`config.mk`:
```
export PLATFORM = sky130hd
export DESIGN_NAME = ir_parity_frame_transmitter_core
export DESIGN_NICKNAME = d
export VERILOG_FILES = /design/src/rtl/core/irpft_pkg.sv /design/src/rtl/core/ir_parity_frame_transmitter_core.sv
export SDC_FILE = /design/constraint.sdc
export NUM_CORES = 1
export LEC_CHECK = 0
export BUFFER_PORTS_ARGS = -buffer_cell sky130_fd_sc_hd__buf_2
export CORE_UTILIZATION = 56
export DETAILED_ROUTE_END_ITERATION = 10
export PLACE_DENSITY = 0.76
export REMOVE_ABC_BUFFERS = 1
export SYNTH_ARGS = -nofsm -noshare
export SYNTH_HDL_FRONTEND = slang
export SYNTH_SLANG_ARGS = --single-unit
```
`constraint.sdc`:
```
create_clock -name clk_i -period 4.2 [get_ports clk_i]
set_clock_uncertainty 0.15 [all_clocks]
set_input_delay 0.21 -clock clk_i [delete_from_list [all_inputs] [get_ports clk_i]]
set_output_delay 0.21 -clock clk_i [all_outputs]
set_load 0.02 [all_outputs]
```
`src/rtl/core/irpft_pkg.sv`:
```
`timescale 1ns / 1ps
// ----------------------------------------------------------------------------
// irpft_pkg
// shared types and constants of the ir parity frame transmitter
// ----------------------------------------------------------------------------
package irpft_pkg;

  // frame sequencer phases
  typedef enum logic [2:0] {
    PH_IDLE   = 3'd0,
    PH_START  = 3'd1,
    PH_DATA   = 3'd2,
    PH_PARITY = 3'd3,
    PH_STOP   = 3'd4,
    PH_HOLD   = 3'd5
  } phase_e;

  // configuration register indexes
  localparam int unsigned CfgAddrW = 3;
  localparam logic [CfgAddrW-1:0] CFG_BIT_TICKS       = 3'd0;
  localparam logic [CfgAddrW-1:0] CFG_CARRIER_TOP     = 3'd1;
  localparam logic [CfgAddrW-1:0] CFG_CARRIER_COMPARE = 3'd2;
  localparam logic [CfgAddrW-1:0] CFG_LSB_FIRST       = 3'd3;
  localparam logic [CfgAddrW-1:0] CFG_FRAME_CODE      = 3'd4;
  localparam logic [CfgAddrW-1:0] CFG_HOLDOFF_TICKS   = 3'd5;

  // field widths
  localparam int unsigned TickW    = 16;
  localparam int unsigned CarrierW = 16;
  localparam int unsigned CodeW    = 8;
  localparam int unsigned HoldW    = 22;
  localparam int unsigned CfgDataW = 22;
  localparam int unsigned InDataW  = 8;
  localparam int unsigned OutDataW = 8;

  // reset values of the configuration registers
  localparam logic [TickW-1:0]    BIT_TICKS_RST       = 16'd16000;
  localparam logic [CarrierW-1:0] CARRIER_TOP_RST     = 16'd421;
  localparam logic [CarrierW-1:0] CARRIER_COMPARE_RST = 16'd210;
  localparam logic [CodeW-1:0]    FRAME_CODE_RST      = 8'd240;
  localparam logic [HoldW-1:0]    HOLDOFF_TICKS_RST   = 22'd1600000;

endpackage

```
`src/rtl/core/ir_parity_frame_transmitter_core.sv`:
```
`timescale 1ns / 1ps
// ----------------------------------------------------------------------------
// ir_parity_frame_transmitter_core
// pwm carrier, framed byte with even parity, indicator and holdoff per tick
// ----------------------------------------------------------------------------
// result: the result word of an accepted input word is registered and presented in the next cycle
// throughput: one word per cycle while m_axis_tready does not hold the result stream, set by the state update
//   (carrier counter, symbol tick compare, holdoff decrement)
// reset: rst_ni clears the transmitter state and the result valid flag to idle (the result data is not
//   reset) and loads the register defaults; no clearing pass, words are accepted as soon as reset is released
module ir_parity_frame_transmitter_core #(
  parameter int unsigned DATA_BITS = 8  // 1..8, low bits of frame_code sent
) (
  input  logic                           clk_i,
  input  logic                           rst_ni,
  // configuration write port
  input  logic                           cfg_we_i,
  input  logic [irpft_pkg::CfgAddrW-1:0] cfg_addr_i,
  input  logic [irpft_pkg::CfgDataW-1:0] cfg_wdata_i,
  // input stream, one word per tick
  input  logic                           s_axis_tvalid,
  output logic                           s_axis_tready,
  input  logic [irpft_pkg::InDataW-1:0]  s_axis_tdata,  // [0] trigger_held
  // result stream
  output logic                           m_axis_tvalid,
  input  logic                           m_axis_tready,
  output logic [irpft_pkg::OutDataW-1:0] m_axis_tdata   // [0] ir_drive [1] led_on [2] busy_res
);

  localparam int unsigned IdxW = (DATA_BITS > 1) ? $clog2(DATA_BITS) : 1;
  localparam logic [IdxW-1:0] LastIdx = IdxW'(DATA_BITS - 1);

  // configuration registers
  logic [irpft_pkg::TickW-1:0]    bit_ticks_q;
  logic [irpft_pkg::CarrierW-1:0] carrier_top_q;
  logic [irpft_pkg::CarrierW-1:0] carrier_cmp_q;
  logic                           lsb_first_q;
  logic [irpft_pkg::CodeW-1:0]    frame_code_q;
  logic [irpft_pkg::HoldW-1:0]    holdoff_ticks_q;

  always_ff @(posedge clk_i or negedge rst_ni) begin
    if (!rst_ni) begin
      bit_ticks_q     <= irpft_pkg::BIT_TICKS_RST;
      carrier_top_q   <= irpft_pkg::CARRIER_TOP_RST;
      carrier_cmp_q   <= irpft_pkg::CARRIER_COMPARE_RST;
      lsb_first_q     <= 1'b0;
      frame_code_q    <= irpft_pkg::FRAME_CODE_RST;
      holdoff_ticks_q <= irpft_pkg::HOLDOFF_TICKS_RST;
    end else if (cfg_we_i) begin
      unique case (cfg_addr_i)
        irpft_pkg::CFG_BIT_TICKS:       bit_ticks_q     <= cfg_wdata_i[15:0];
        irpft_pkg::CFG_CARRIER_TOP:     carrier_top_q   <= cfg_wdata_i[15:0];
        irpft_pkg::CFG_CARRIER_COMPARE: carrier_cmp_q   <= cfg_wdata_i[15:0];
        irpft_pkg::CFG_LSB_FIRST:       lsb_first_q     <= cfg_wdata_i[0];
        irpft_pkg::CFG_FRAME_CODE:      frame_code_q    <= cfg_wdata_i[7:0];
        irpft_pkg::CFG_HOLDOFF_TICKS:   holdoff_ticks_q <= cfg_wdata_i[21:0];
        default: ;  // unmapped index, write dropped
      endcase
    end
  end

  // transmitter state
  logic [irpft_pkg::CarrierW-1:0] carrier_cnt_q, carrier_cnt_d;
  irpft_pkg::phase_e              phase_q, phase_d;
  logic [IdxW-1:0]                bit_idx_q, bit_idx_d;
  logic [DATA_BITS-1:0]           shift_q, shift_d;
  logic                           parity_q, parity_d;
  logic [irpft_pkg::TickW-1:0]    tick_q, tick_d;
  logic [irpft_pkg::HoldW-1:0]    hold_q, hold_d;
  logic                           led_q, led_d;

  // output register
  logic                           out_valid_q;
  logic [irpft_pkg::OutDataW-1:0] out_data_q;
  logic [irpft_pkg::OutDataW-1:0] result;

  logic accept;
  logic trig;
  logic carrier;
  logic symbol;
  logic busy;
  logic data_bit;
  logic sym_done;
  logic [irpft_pkg::TickW:0] sym_len;
  logic [irpft_pkg::TickW:0] tick_inc;
  irpft_pkg::phase_e ph_eff;

  // a new word enters whenever the result register is free or draining
  assign s_axis_tready = !out_valid_q || m_axis_tready;
  assign accept        = s_axis_tvalid && s_axis_tready;
  assign trig          = s_axis_tdata[0];

  always_comb begin
    carrier = (carrier_cnt_q < carrier_cmp_q);
    carrier_cnt_d = (carrier_cnt_q >= carrier_top_q) ? '0 : carrier_cnt_q + 1'b1;

    phase_d  = phase_q;
    bit_idx_d = bit_idx_q;
    shift_d  = shift_q;
    parity_d = parity_q;
    tick_d   = tick_q;
    hold_d   = hold_q;
    led_d    = led_q;
    symbol   = 1'b0;
    busy     = 1'b0;

    // idle: a held trigger starts the frame on this very tick
    ph_eff = phase_q;
    if (phase_q == irpft_pkg::PH_IDLE) begin
      if (trig) begin
        ph_eff    = irpft_pkg::PH_START;
        tick_d    = '0;
        bit_idx_d = '0;
        parity_d  = 1'b0;
        shift_d   = frame_code_q[DATA_BITS-1:0];
      end else begin
        led_d = 1'b0;
      end
    end
    phase_d = ph_eff;

    data_bit = lsb_first_q ? shift_d[0] : shift_d[DATA_BITS-1];

    // symbol length: half bit for the start mark, zero length counts as one
    sym_len = (ph_eff == irpft_pkg::PH_START) ? {2'b00, bit_ticks_q[15:1]}
                                              : {1'b0, bit_ticks_q};
    if (sym_len == '0) sym_len = {{irpft_pkg::TickW{1'b0}}, 1'b1};
    tick_inc = {1'b0, tick_d} + 1'b1;
    sym_done = (tick_inc >= sym_len);

    unique case (ph_eff)
      irpft_pkg::PH_START: begin
        busy   = 1'b1;
        symbol = 1'b1;
        if (sym_done) phase_d = irpft_pkg::PH_DATA;
      end
      irpft_pkg::PH_DATA: begin
        busy   = 1'b1;
        symbol = data_bit;
        if (sym_done) begin
          parity_d = parity_d ^ data_bit;
          shift_d  = lsb_first_q ? (shift_d >> 1) : (shift_d << 1);
          if (bit_idx_d == LastIdx) begin
            bit_idx_d = '0;
            phase_d   = irpft_pkg::PH_PARITY;
          end else begin
            bit_idx_d = bit_idx_d + 1'b1;
          end
        end
      end
      irpft_pkg::PH_PARITY: begin
        busy   = 1'b1;
        symbol = parity_d;
        if (sym_done) phase_d = irpft_pkg::PH_STOP;
      end
      irpft_pkg::PH_STOP: begin
        busy   = 1'b1;
        symbol = 1'b1;
        if (sym_done) begin
          led_d   = 1'b1;
          hold_d  = holdoff_ticks_q;
          phase_d = (holdoff_ticks_q == '0) ? irpft_pkg::PH_IDLE : irpft_pkg::PH_HOLD;
        end
      end
      irpft_pkg::PH_HOLD: begin
        busy = 1'b1;
        if (hold_q <= irpft_pkg::HoldW'(1)) begin
          hold_d  = '0;
          phase_d = irpft_pkg::PH_IDLE;
        end else begin
          hold_d = hold_q - 1'b1;
        end
      end
      irpft_pkg::PH_IDLE: ;
      default: phase_d = irpft_pkg::PH_IDLE;
    endcase

    // symbol counter only moves in the timed phases
    if (ph_eff == irpft_pkg::PH_START || ph_eff == irpft_pkg::PH_DATA ||
        ph_eff == irpft_pkg::PH_PARITY || ph_eff == irpft_pkg::PH_STOP) begin
      tick_d = sym_done ? '0 : tick_inc[irpft_pkg::TickW-1:0];
    end

    result = {5'b00000, busy, led_d, symbol & carrier};
  end

  always_ff @(posedge clk_i or negedge rst_ni) begin
    if (!rst_ni) begin
      carrier_cnt_q <= '0;
      phase_q       <= irpft_pkg::PH_IDLE;
      bit_idx_q     <= '0;
      shift_q       <= '0;
      parity_q      <= 1'b0;
      tick_q        <= '0;
      hold_q        <= '0;
      led_q         <= 1'b0;
    end else if (accept) begin
      carrier_cnt_q <= carrier_cnt_d;
      phase_q       <= phase_d;
      bit_idx_q     <= bit_idx_d;
      shift_q       <= shift_d;
      parity_q      <= parity_d;
      tick_q        <= tick_d;
      hold_q        <= hold_d;
      led_q         <= led_d;
    end
  end

  // result register
  always_ff @(posedge clk_i or negedge rst_ni) begin
    if (!rst_ni) begin
      out_valid_q <= 1'b0;
    end else if (accept) begin
      out_valid_q <= 1'b1;
    end else if (m_axis_tready) begin
      out_valid_q <= 1'b0;
    end
  end

  always_ff @(posedge clk_i) begin
    if (accept) begin
      out_data_q <= result;
    end
  end

  assign m_axis_tvalid = out_valid_q;
  assign m_axis_tdata  = out_data_q;

`ifndef ASSERT_OFF
  // the emitter never lights outside a frame
  a_drive_needs_busy: assert property (@(posedge clk_i) disable iff (!rst_ni)
    m_axis_tvalid && !m_axis_tdata[2] |-> !m_axis_tdata[0])
    else $error("ir drive active while not busy");

  // holdoff phase always has ticks left to count
  a_hold_nonzero: assert property (@(posedge clk_i) disable iff (!rst_ni)
    phase_q == irpft_pkg::PH_HOLD |-> hold_q != '0)
    else $error("holdoff phase with zero count");

  // bit index only advances inside the data phase
  a_idx_in_data: assert property (@(posedge clk_i) disable iff (!rst_ni)
    phase_q != irpft_pkg::PH_DATA |-> bit_idx_q == '0)
    else $error("bit index nonzero outside data phase");

  // a trigger seen while idle yields a busy result on the next cycle
  a_trigger_starts: assert property (@(posedge clk_i) disable iff (!rst_ni)
    accept && trig && phase_q == irpft_pkg::PH_IDLE |=> m_axis_tvalid && m_axis_tdata[2])
    else $error("trigger did not start a frame");
`endif

endmodule
```
==> results by group, run 1 <==
Cells and area
  – Post-route cell area: 10660 sq um
  – Area Overhead vs Synth: 20.49%
  – NumNets Final: 1101
  – Final Util: 69.61%
  – Most frequent cells in the layout: dfrtp_1, nand2_1, o21ai_0, nor2_1, inv_1
  – Layout cells sized above 1: 23.56%
  – ANT cells: 0
  – Leading cell type in the layout, fill and taps excluded: dfrtp_1
  – Fillers: 1148

Power
  – Tot Pwr: 6.242 mW
  – Leak Pwr: 4.908 nW
  – Seq pwr share: 35.0%
  – Pint: 3.929 mW
  – Combinational group share of total power: 38.7%
  – Pwr Density: 585.5 nW/um^2
  – Clock share of power: 26.3%
  – Switching power total: 2.313 mW
  – VDD IR max: 0.4323 mV
  – Switching portion of total power: 37.06%

Clock network
  – Clock root buffer: clkbuf_16
  – CTS sink count: 153
  – H-tree levels: 4
  – Clock-pin slew of the registers on the worst-case setup and hold paths: 60 ps
  – Clk buf depth: 2
  – Num CTS Buffers: 17
  – Worst-Skew Late Latency: 430 ps
  – CTS tree: done

GRT
  – Initial antenna violation count: 0
  – Overall Global Routing Usage: 28.09%
  – Vias in the first global route: 7169
  – Total gr overflow: 0
  – Largest net degree at the start of global routing: 92
  – Global-route wire length before repair: 35500 microns

Drt
  – Number of remaining DRC errors: 0
  – Final ANT Viol Nets: 0
  – Initial DRC count: 806
  – Total routed wirelength: 22560 microns
  – Vias: 7509
  – Drt pass-1 iters: 5
  – Vias/cell: 6.085
  – DR WL/cell: 18.28 microns

Status
  – Outcome: finished, final reports clean

Synth
  – Synthesis Warnings: 0
  – Post-synth EDFFs: 3
  – Synth Instances: 921
  – Register area share after synthesis: 43.80%
  – Asr flop ratio synth: 98.04%
  – Mean Syn Cell Area: 9.606 sq um
  – Syn Std Cell Area: 8847 sq um
  – Register bit total from synthesis: 153
  – Post-synth top flop: dfrtp_1
  – Distinct cells, synth: 74

Die
  – Die W: 127.7 microns
  – IO Count: 48
  – Row Count: 45
  – Die Y: 127.7 microns
  – Core box area: 15310 sq um
  – Initial Util: 57.77%
  – DIE AREA: 16300 sq um

Timing
  – Post-layout min period: 4167 ps
  – Slew Viols, Final: 0
  – F_max: 240.0 MHz
  – Worst Slack Setup Final: 33.22 ps
  – Worst slew pin tran: 1131 ps
  – RSZ-0062 raised after global routing: yes
  – Slew headroom: 24.01%
  – Final Hold Viols: 0
  – Sum Neg Setup Slack: 0 ps
  – Final period utilization: 99.21%
  – Final setup viols: 0

Placed design
  – GPL Wtd Cong: 0.8967
  – Post-Place Setup Slack: -243.2 ps
  – Placed cell area: 9488 sq um
  – DPL Wire Length: 14580 microns
  – Port bufs: 35

Worst setup path
  – Critical path's largest stage delay: 560 ps
  – CP Data Arrival Time: 4330 ps
  – Worst setup EP type: register
  – CP Class: register to register
  – CP startpoint kind: register
  – Critical path cell sequence: or4b_4 -> and2_4 -> ha_4 -> nand4_1 -> nor2_4 -> buf_6 -> xnor2_2 -> nor2_1 -> ha_1 -> nand2_2 -> nor4_4 -> o221ai_2 -> a31oi_4 -> buf_6 -> o311ai_4 -> buf_12 -> buf_12 -> a21o_1 -> o2bb2ai_1
  – Slowest CP cell: or4b_4
  – Crit path max fanout: 8
  – Required time of the critical path: 4360 ps

Min path
  – Hold Path Class: input port to register

Flow run
  – Max-Cap Viols: 0
-- flip-flops by register name, summed over array words and instances (netlist names), 16 cells and up --
name             cells
carrier_cnt_q       16
bit_ticks_q         16
holdoff_ticks_q     22
carrier_top_q       16
tick_q              16
carrier_cmp_q       16
hold_q              22
-- critical path: cells and delay by family (launching register included) --
kind                       cells  cell delay (ps)
and+or+nand+nor                7             1420
AOI/OAI and AO/OA              5              820
buffers and inverters          4              630
xor gates and xnor gates       1              150
adders and majority gates      2              480
DFF                            1              380
-- logic make-up after synthesis --
logic type	synth area share, %
AND/OR/NAND/NOR	16.33
AO/OA/AOI/OAI	16.72
flip-flops	43.80
buffers and inverters	5.148
multiplexers	8.485
adder cells (fa/ha/maj)	7.495
XOR/XNOR	1.980
other	0.04239
-- synth_stat cells, types with 16 or more instances --
| cell type | instances | share of area (%) |
|---|---|---|
| clkbuf_1 | 25 | 1.1 |
| mux2i_1 | 21 | 2.4 |
| mux2_2 | 48 | 6.1 |
| nand4_1 | 17 | 1.2 |
| nor2_1 | 60 | 2.5 |
| o21ai_0 | 68 | 3.8 |
| nand2_1 | 90 | 3.8 |
| inv_1 | 56 | 2.4 |
| dfstp_2 | 25 | 7.4 |
| nand3_1 | 26 | 1.5 |
| nor3_1 | 20 | 1.1 |
| ha_1 | 53 | 7.5 |
| o21ai_1 | 31 | 1.8 |
| a21o_1 | 16 | 1.4 |
| dfrtp_1 | 125 | 35 |
| a21oi_1 | 46 | 2.6 |
-- stage by stage --
step,std cells,hold slack (ps)
after detailed placement,1169,196.7
after global routing,1234,75.71
after floorplan,877,-235.6
after CTS,1226,37.49
after global placement,1169,204.5
final,1234,60.94
-- layout make-up --
| type | instances | area (sq um) | share of cell area, % |
|---|---|---|---|
| Clock inverter | 9 | 135.1 | 1.268 |
| Sequential cell | 153 | 3875 | 36.35 |
| Clock buffer | 23 | 498.0 | 4.671 |
| Inverter | 56 | 210.2 | 1.972 |
| Timing Repair Buffer | 114 | 950.9 | 8.920 |
| Tap cell | 211 | 264.0 | 2.477 |
| Multi-Input combinational cell | 668 | 4727 | 44.34 |
-- path summary, 6_finish.rpt --
check	depth (start not counted)	slack, ps	end	start
min reg2reg	2	340	hold_q[18]	hold_q[18]
max	19	30	hold_q[5]	phase_q[2]
max in group asynchronous	3	2630	frame_code_q[6]	rst_ni
max reg2reg	19	30	hold_q[5]	phase_q[2]
min in group asynchronous	2	270	carrier_top_q[11]	rst_ni
min	3	60	lsb_first_q	cfg_we_i
-- power by group through the flow --
stage	sequential (mW)	combinational, mW	clock, mW
floorplan	2.14	1.46	0
global placement	2.17	2.12	0
detailed placement	2.19	2.18	0
CTS	2.17	2.25	1.65
global route	2.23	2.67	1.72
finish	2.19	2.41	1.64
-- per-layer routing --
metal  share of wire [%]  track usage, %  vias up
met5                   0               0        -
li1                    -               -     3485
met2                  48           45.42      290
met3                 5.2           4.758       89
met1                  43           37.82     3645
met4                 3.8           11.35        0
-- repair_timing --
item,4_1_cts,5_1_grt
hold buffers,25,0
endpoints found under the hold margin,140,0
setup buffers,0,4
setup endpoints to repair,33,55
resized for setup,3,35
cloned,0,4
pin swaps,1,19
Note: power is estimated with default switching activity, not from simulation.
==> inputs of run 2 (changes only) <==
--- a/config.mk
+++ b/config.mk
@@ -6,9 +6,10 @@
 export NUM_CORES = 1
 export LEC_CHECK = 0
 export BUFFER_PORTS_ARGS = -buffer_cell sky130_fd_sc_hd__buf_2
-export CORE_UTILIZATION = 56
+export CORE_MARGIN = 2
+export CORE_UTILIZATION = 65
 export DETAILED_ROUTE_END_ITERATION = 10
-export PLACE_DENSITY = 0.76
+export PLACE_DENSITY = 0.83
 export REMOVE_ABC_BUFFERS = 1
 export SYNTH_ARGS = -nofsm -noshare
 export SYNTH_HDL_FRONTEND = slang
==> constraint.sdc (replaced) <==
create_clock -name clk_i -period 4.8 [get_ports clk_i]
set_clock_uncertainty 0.15 [all_clocks]
set_input_delay 0.24 -clock clk_i [delete_from_list [all_inputs] [get_ports clk_i]]
set_output_delay 0.24 -clock clk_i [all_outputs]
set_load 0.02 [all_outputs]
==> run 2 against run 1 <==
Effect of this change: final area down 5.9%; non-clock buffer count decreased by 38; critical path depth shrank 1; utilization increased by 6.1 points; sequential power fell by 13%; routed wire length down 4.1%; clock-buffer cell count decreased by 3; final cell count down 5.9%; die area decreased by 11%; largest cell class unchanged.
==> results by group, run 2 (synthesis results as in run 1) <==
Drt
  – Number of remaining DRC errors: 0
  – Vias: 7382
  – Final ANT Viol Nets: 0
  – Initial DRC count: 796
  – Vias/cell: 6.358
  – DR WL/cell: 18.64 microns
  – Total routed wirelength: 21640 microns
  – Drt pass-1 iters: 5

Cells and area
  – Biggest registers after layout: hold_q x22, holdoff_ticks_q x22
  – Area Overhead vs Synth: 13.39%
  – ANT cells: 0
  – Non-filler cells, final: 1161
  – Layout cells sized above 1: 18.17%
  – Final Util: 75.76%
  – Leading cell type in the layout, fill and taps excluded: dfrtp_1
  – Post-route cell area: 10030 sq um
  – Fillers: 908
  – NumNets Final: 1063
  – Most frequent cells in the layout: dfrtp_1, nand2_1, o21ai_0, nor2_1, inv_1

Worst setup path
  – Critical path cell sequence: or4b_1 -> and2_1 -> ha_1 -> nand4_1 -> nor2_1 -> nand4_1 -> xor2_1 -> nor2_1 -> ha_1 -> nand2_1 -> nor4_2 -> o221ai_1 -> a31oi_2 -> buf_4 -> o311ai_4 -> buf_4 -> a21o_1 -> o2bb2ai_1
  – Required time of the critical path: 4950 ps
  – CP startpoint kind: register
  – Slowest CP cell: or4b_1
  – Crit path depth: 18
  – Worst setup EP type: register
  – Internal reg-to-reg setup slack: 190 ps
  – Crit path buffers/inverters: 2
  – Critical path's largest stage delay: 590 ps
  – Crit path max fanout: 44
  – Worst R2R Path Depth: 18
  – Critical path's top delay family: simple AND/OR/NAND/NOR gates
  – CP Data Arrival Time: 4760 ps
  – CP Class: register to register

Clock network
  – Worst-Skew Late Latency: 440 ps
  – Num CTS Buffers: 17
  – H-tree levels: 4
  – CTS sink count: 153
  – Clock-pin slew of the registers on the worst-case setup and hold paths: 60 ps
  – Post-CTS Setup Bufs: 0
  – Clock root buffer: clkbuf_16
  – Clk buf depth: 2
  – CTS tree: done

Timing
  – Worst hold margin: 40.20 ps
  – Slew headroom: 26.61%
  – Worst slew pin tran: 1096 ps
  – Sum Neg Setup Slack: 0 ps
  – Final period utilization: 96.05%
  – Final setup viols: 0
  – RSZ-0062 raised after global routing: no
  – F_max: 216.9 MHz
  – Final Hold Viols: 0
  – Slew Viols, Final: 0
  – Post-layout min period: 4611 ps

Status
  – Outcome: finished, final reports clean

Power
  – Clock share of power: 26.2%
  – Combinational group share of total power: 36.5%
  – Switching power total: 1.918 mW
  – VDD IR max: 0.2944 mV
  – Pwr Density: 508.9 nW/um^2
  – Leak Pwr: 4.646 nW
  – Pint: 3.187 mW
  – Seq pwr share: 37.4%
  – Switching portion of total power: 37.57%

Die
  – Row Count: 42
  – Die W: 120.7 microns
  – Initial Util: 66.81%
  – DIE AREA: 14560 sq um
  – Die Y: 120.7 microns
  – Core box area: 13240 sq um
  – IO Count: 48

GRT
  – Total gr overflow: 0
  – Vias in the first global route: 7150
  – Overall Global Routing Usage: 30.80%
  – Largest net degree at the start of global routing: 113
  – Initial antenna violation count: 0
  – Global-route wire length before repair: 35180 microns

Placed design
  – DPL Wire Length: 14200 microns
  – GPL Wtd Cong: 0.8628
  – Post-Place Cells: 1105
  – Placed cell area: 9189 sq um
  – Port bufs: 35

Min path
  – Min-Delay Path Depth: 3
  – Hold Path Class: input port to register

Flow run
  – Max-Cap Viols: 0
==> run 2: cell count changes in the layout (fill, tap and decap cells not counted), sizes merged <==
cell         change
clkbuf           -6
inv              -1
dlygate4sd3      -1
clkinv           +8
clkinvlp         -3
buf             -34
bufinv           -1
==> run 2: stage by stage <==
| stage | setup slack (ps) | total power [mW] |
|---|---|---|
| 2_1_floorplan | 33.90 | 3.151 |
| 3_3_place_gp | 366.3 | 3.595 |
| 3_5_place_dp | 322.7 | 3.680 |
| 4_1_cts | 218.6 | 5.055 |
| 5_1_grt | 25.03 | 5.398 |
| 6_report | 189.4 | 5.105 |
==> run 2: repair_timing <==
item | 4_1_cts | 5_1_grt
resized for setup | 0 | 3
setup endpoints to repair | 0 | 17
hold buffers | 24 | 0
endpoints found under the hold margin | 145 | 0
==> run 2: final timing paths <==
path / from / endpoint
worst max-delay path: phase_q[0] / hold_q[5]
worst min-delay path: cfg_wdata_i[0] / frame_code_q[0]
worst max register to register: phase_q[0] / hold_q[5]
worst min register to register: bit_idx_q[0] / bit_idx_q[0]
max in group asynchronous: rst_ni / bit_ticks_q[13]
min in group asynchronous: rst_ni / carrier_top_q[10]
==> run 2: area by class of cell <==
| class | instances | area (sq um) | area share (%) |
|---|---|---|---|
| Clock buffer | 20 | 467.9 | 4.665 |
| Sequential cell | 153 | 3875 | 38.63 |
| Timing Repair Buffer | 76 | 549.3 | 5.475 |
| Tap cell | 176 | 220.2 | 2.195 |
| Clock inverter | 12 | 121.4 | 1.210 |
| Inverter | 56 | 210.2 | 2.095 |
| Multi-Input combinational cell | 668 | 4588 | 45.73 |
==> run 2: per-layer routing <==
layer,vias to the layer above,global-route usage [%],wire [microns]
met5,-,0,0
met4,0,14.32,701
met3,56,4.717,1284
met2,296,50.25,10530
met1,3602,40.64,9128
li1,3428,-,-
==> run 2: power by group through the flow <==
stage | combinational [mW] | sequential [mW] | clock (mW)
finish | 1.86 | 1.91 | 1.34
detailed placement | 1.77 | 1.91 | 0
global placement | 1.70 | 1.90 | 0
global route | 2.05 | 1.95 | 1.40
CTS | 1.81 | 1.90 | 1.35
floorplan | 1.27 | 1.88 | 0
==> run 2: tightest hold or removal path, delay by kind of cell <==
kind            cells  cell delay, ps
buf+inv             1             170
simple gates        1              80
compound gates      1              80
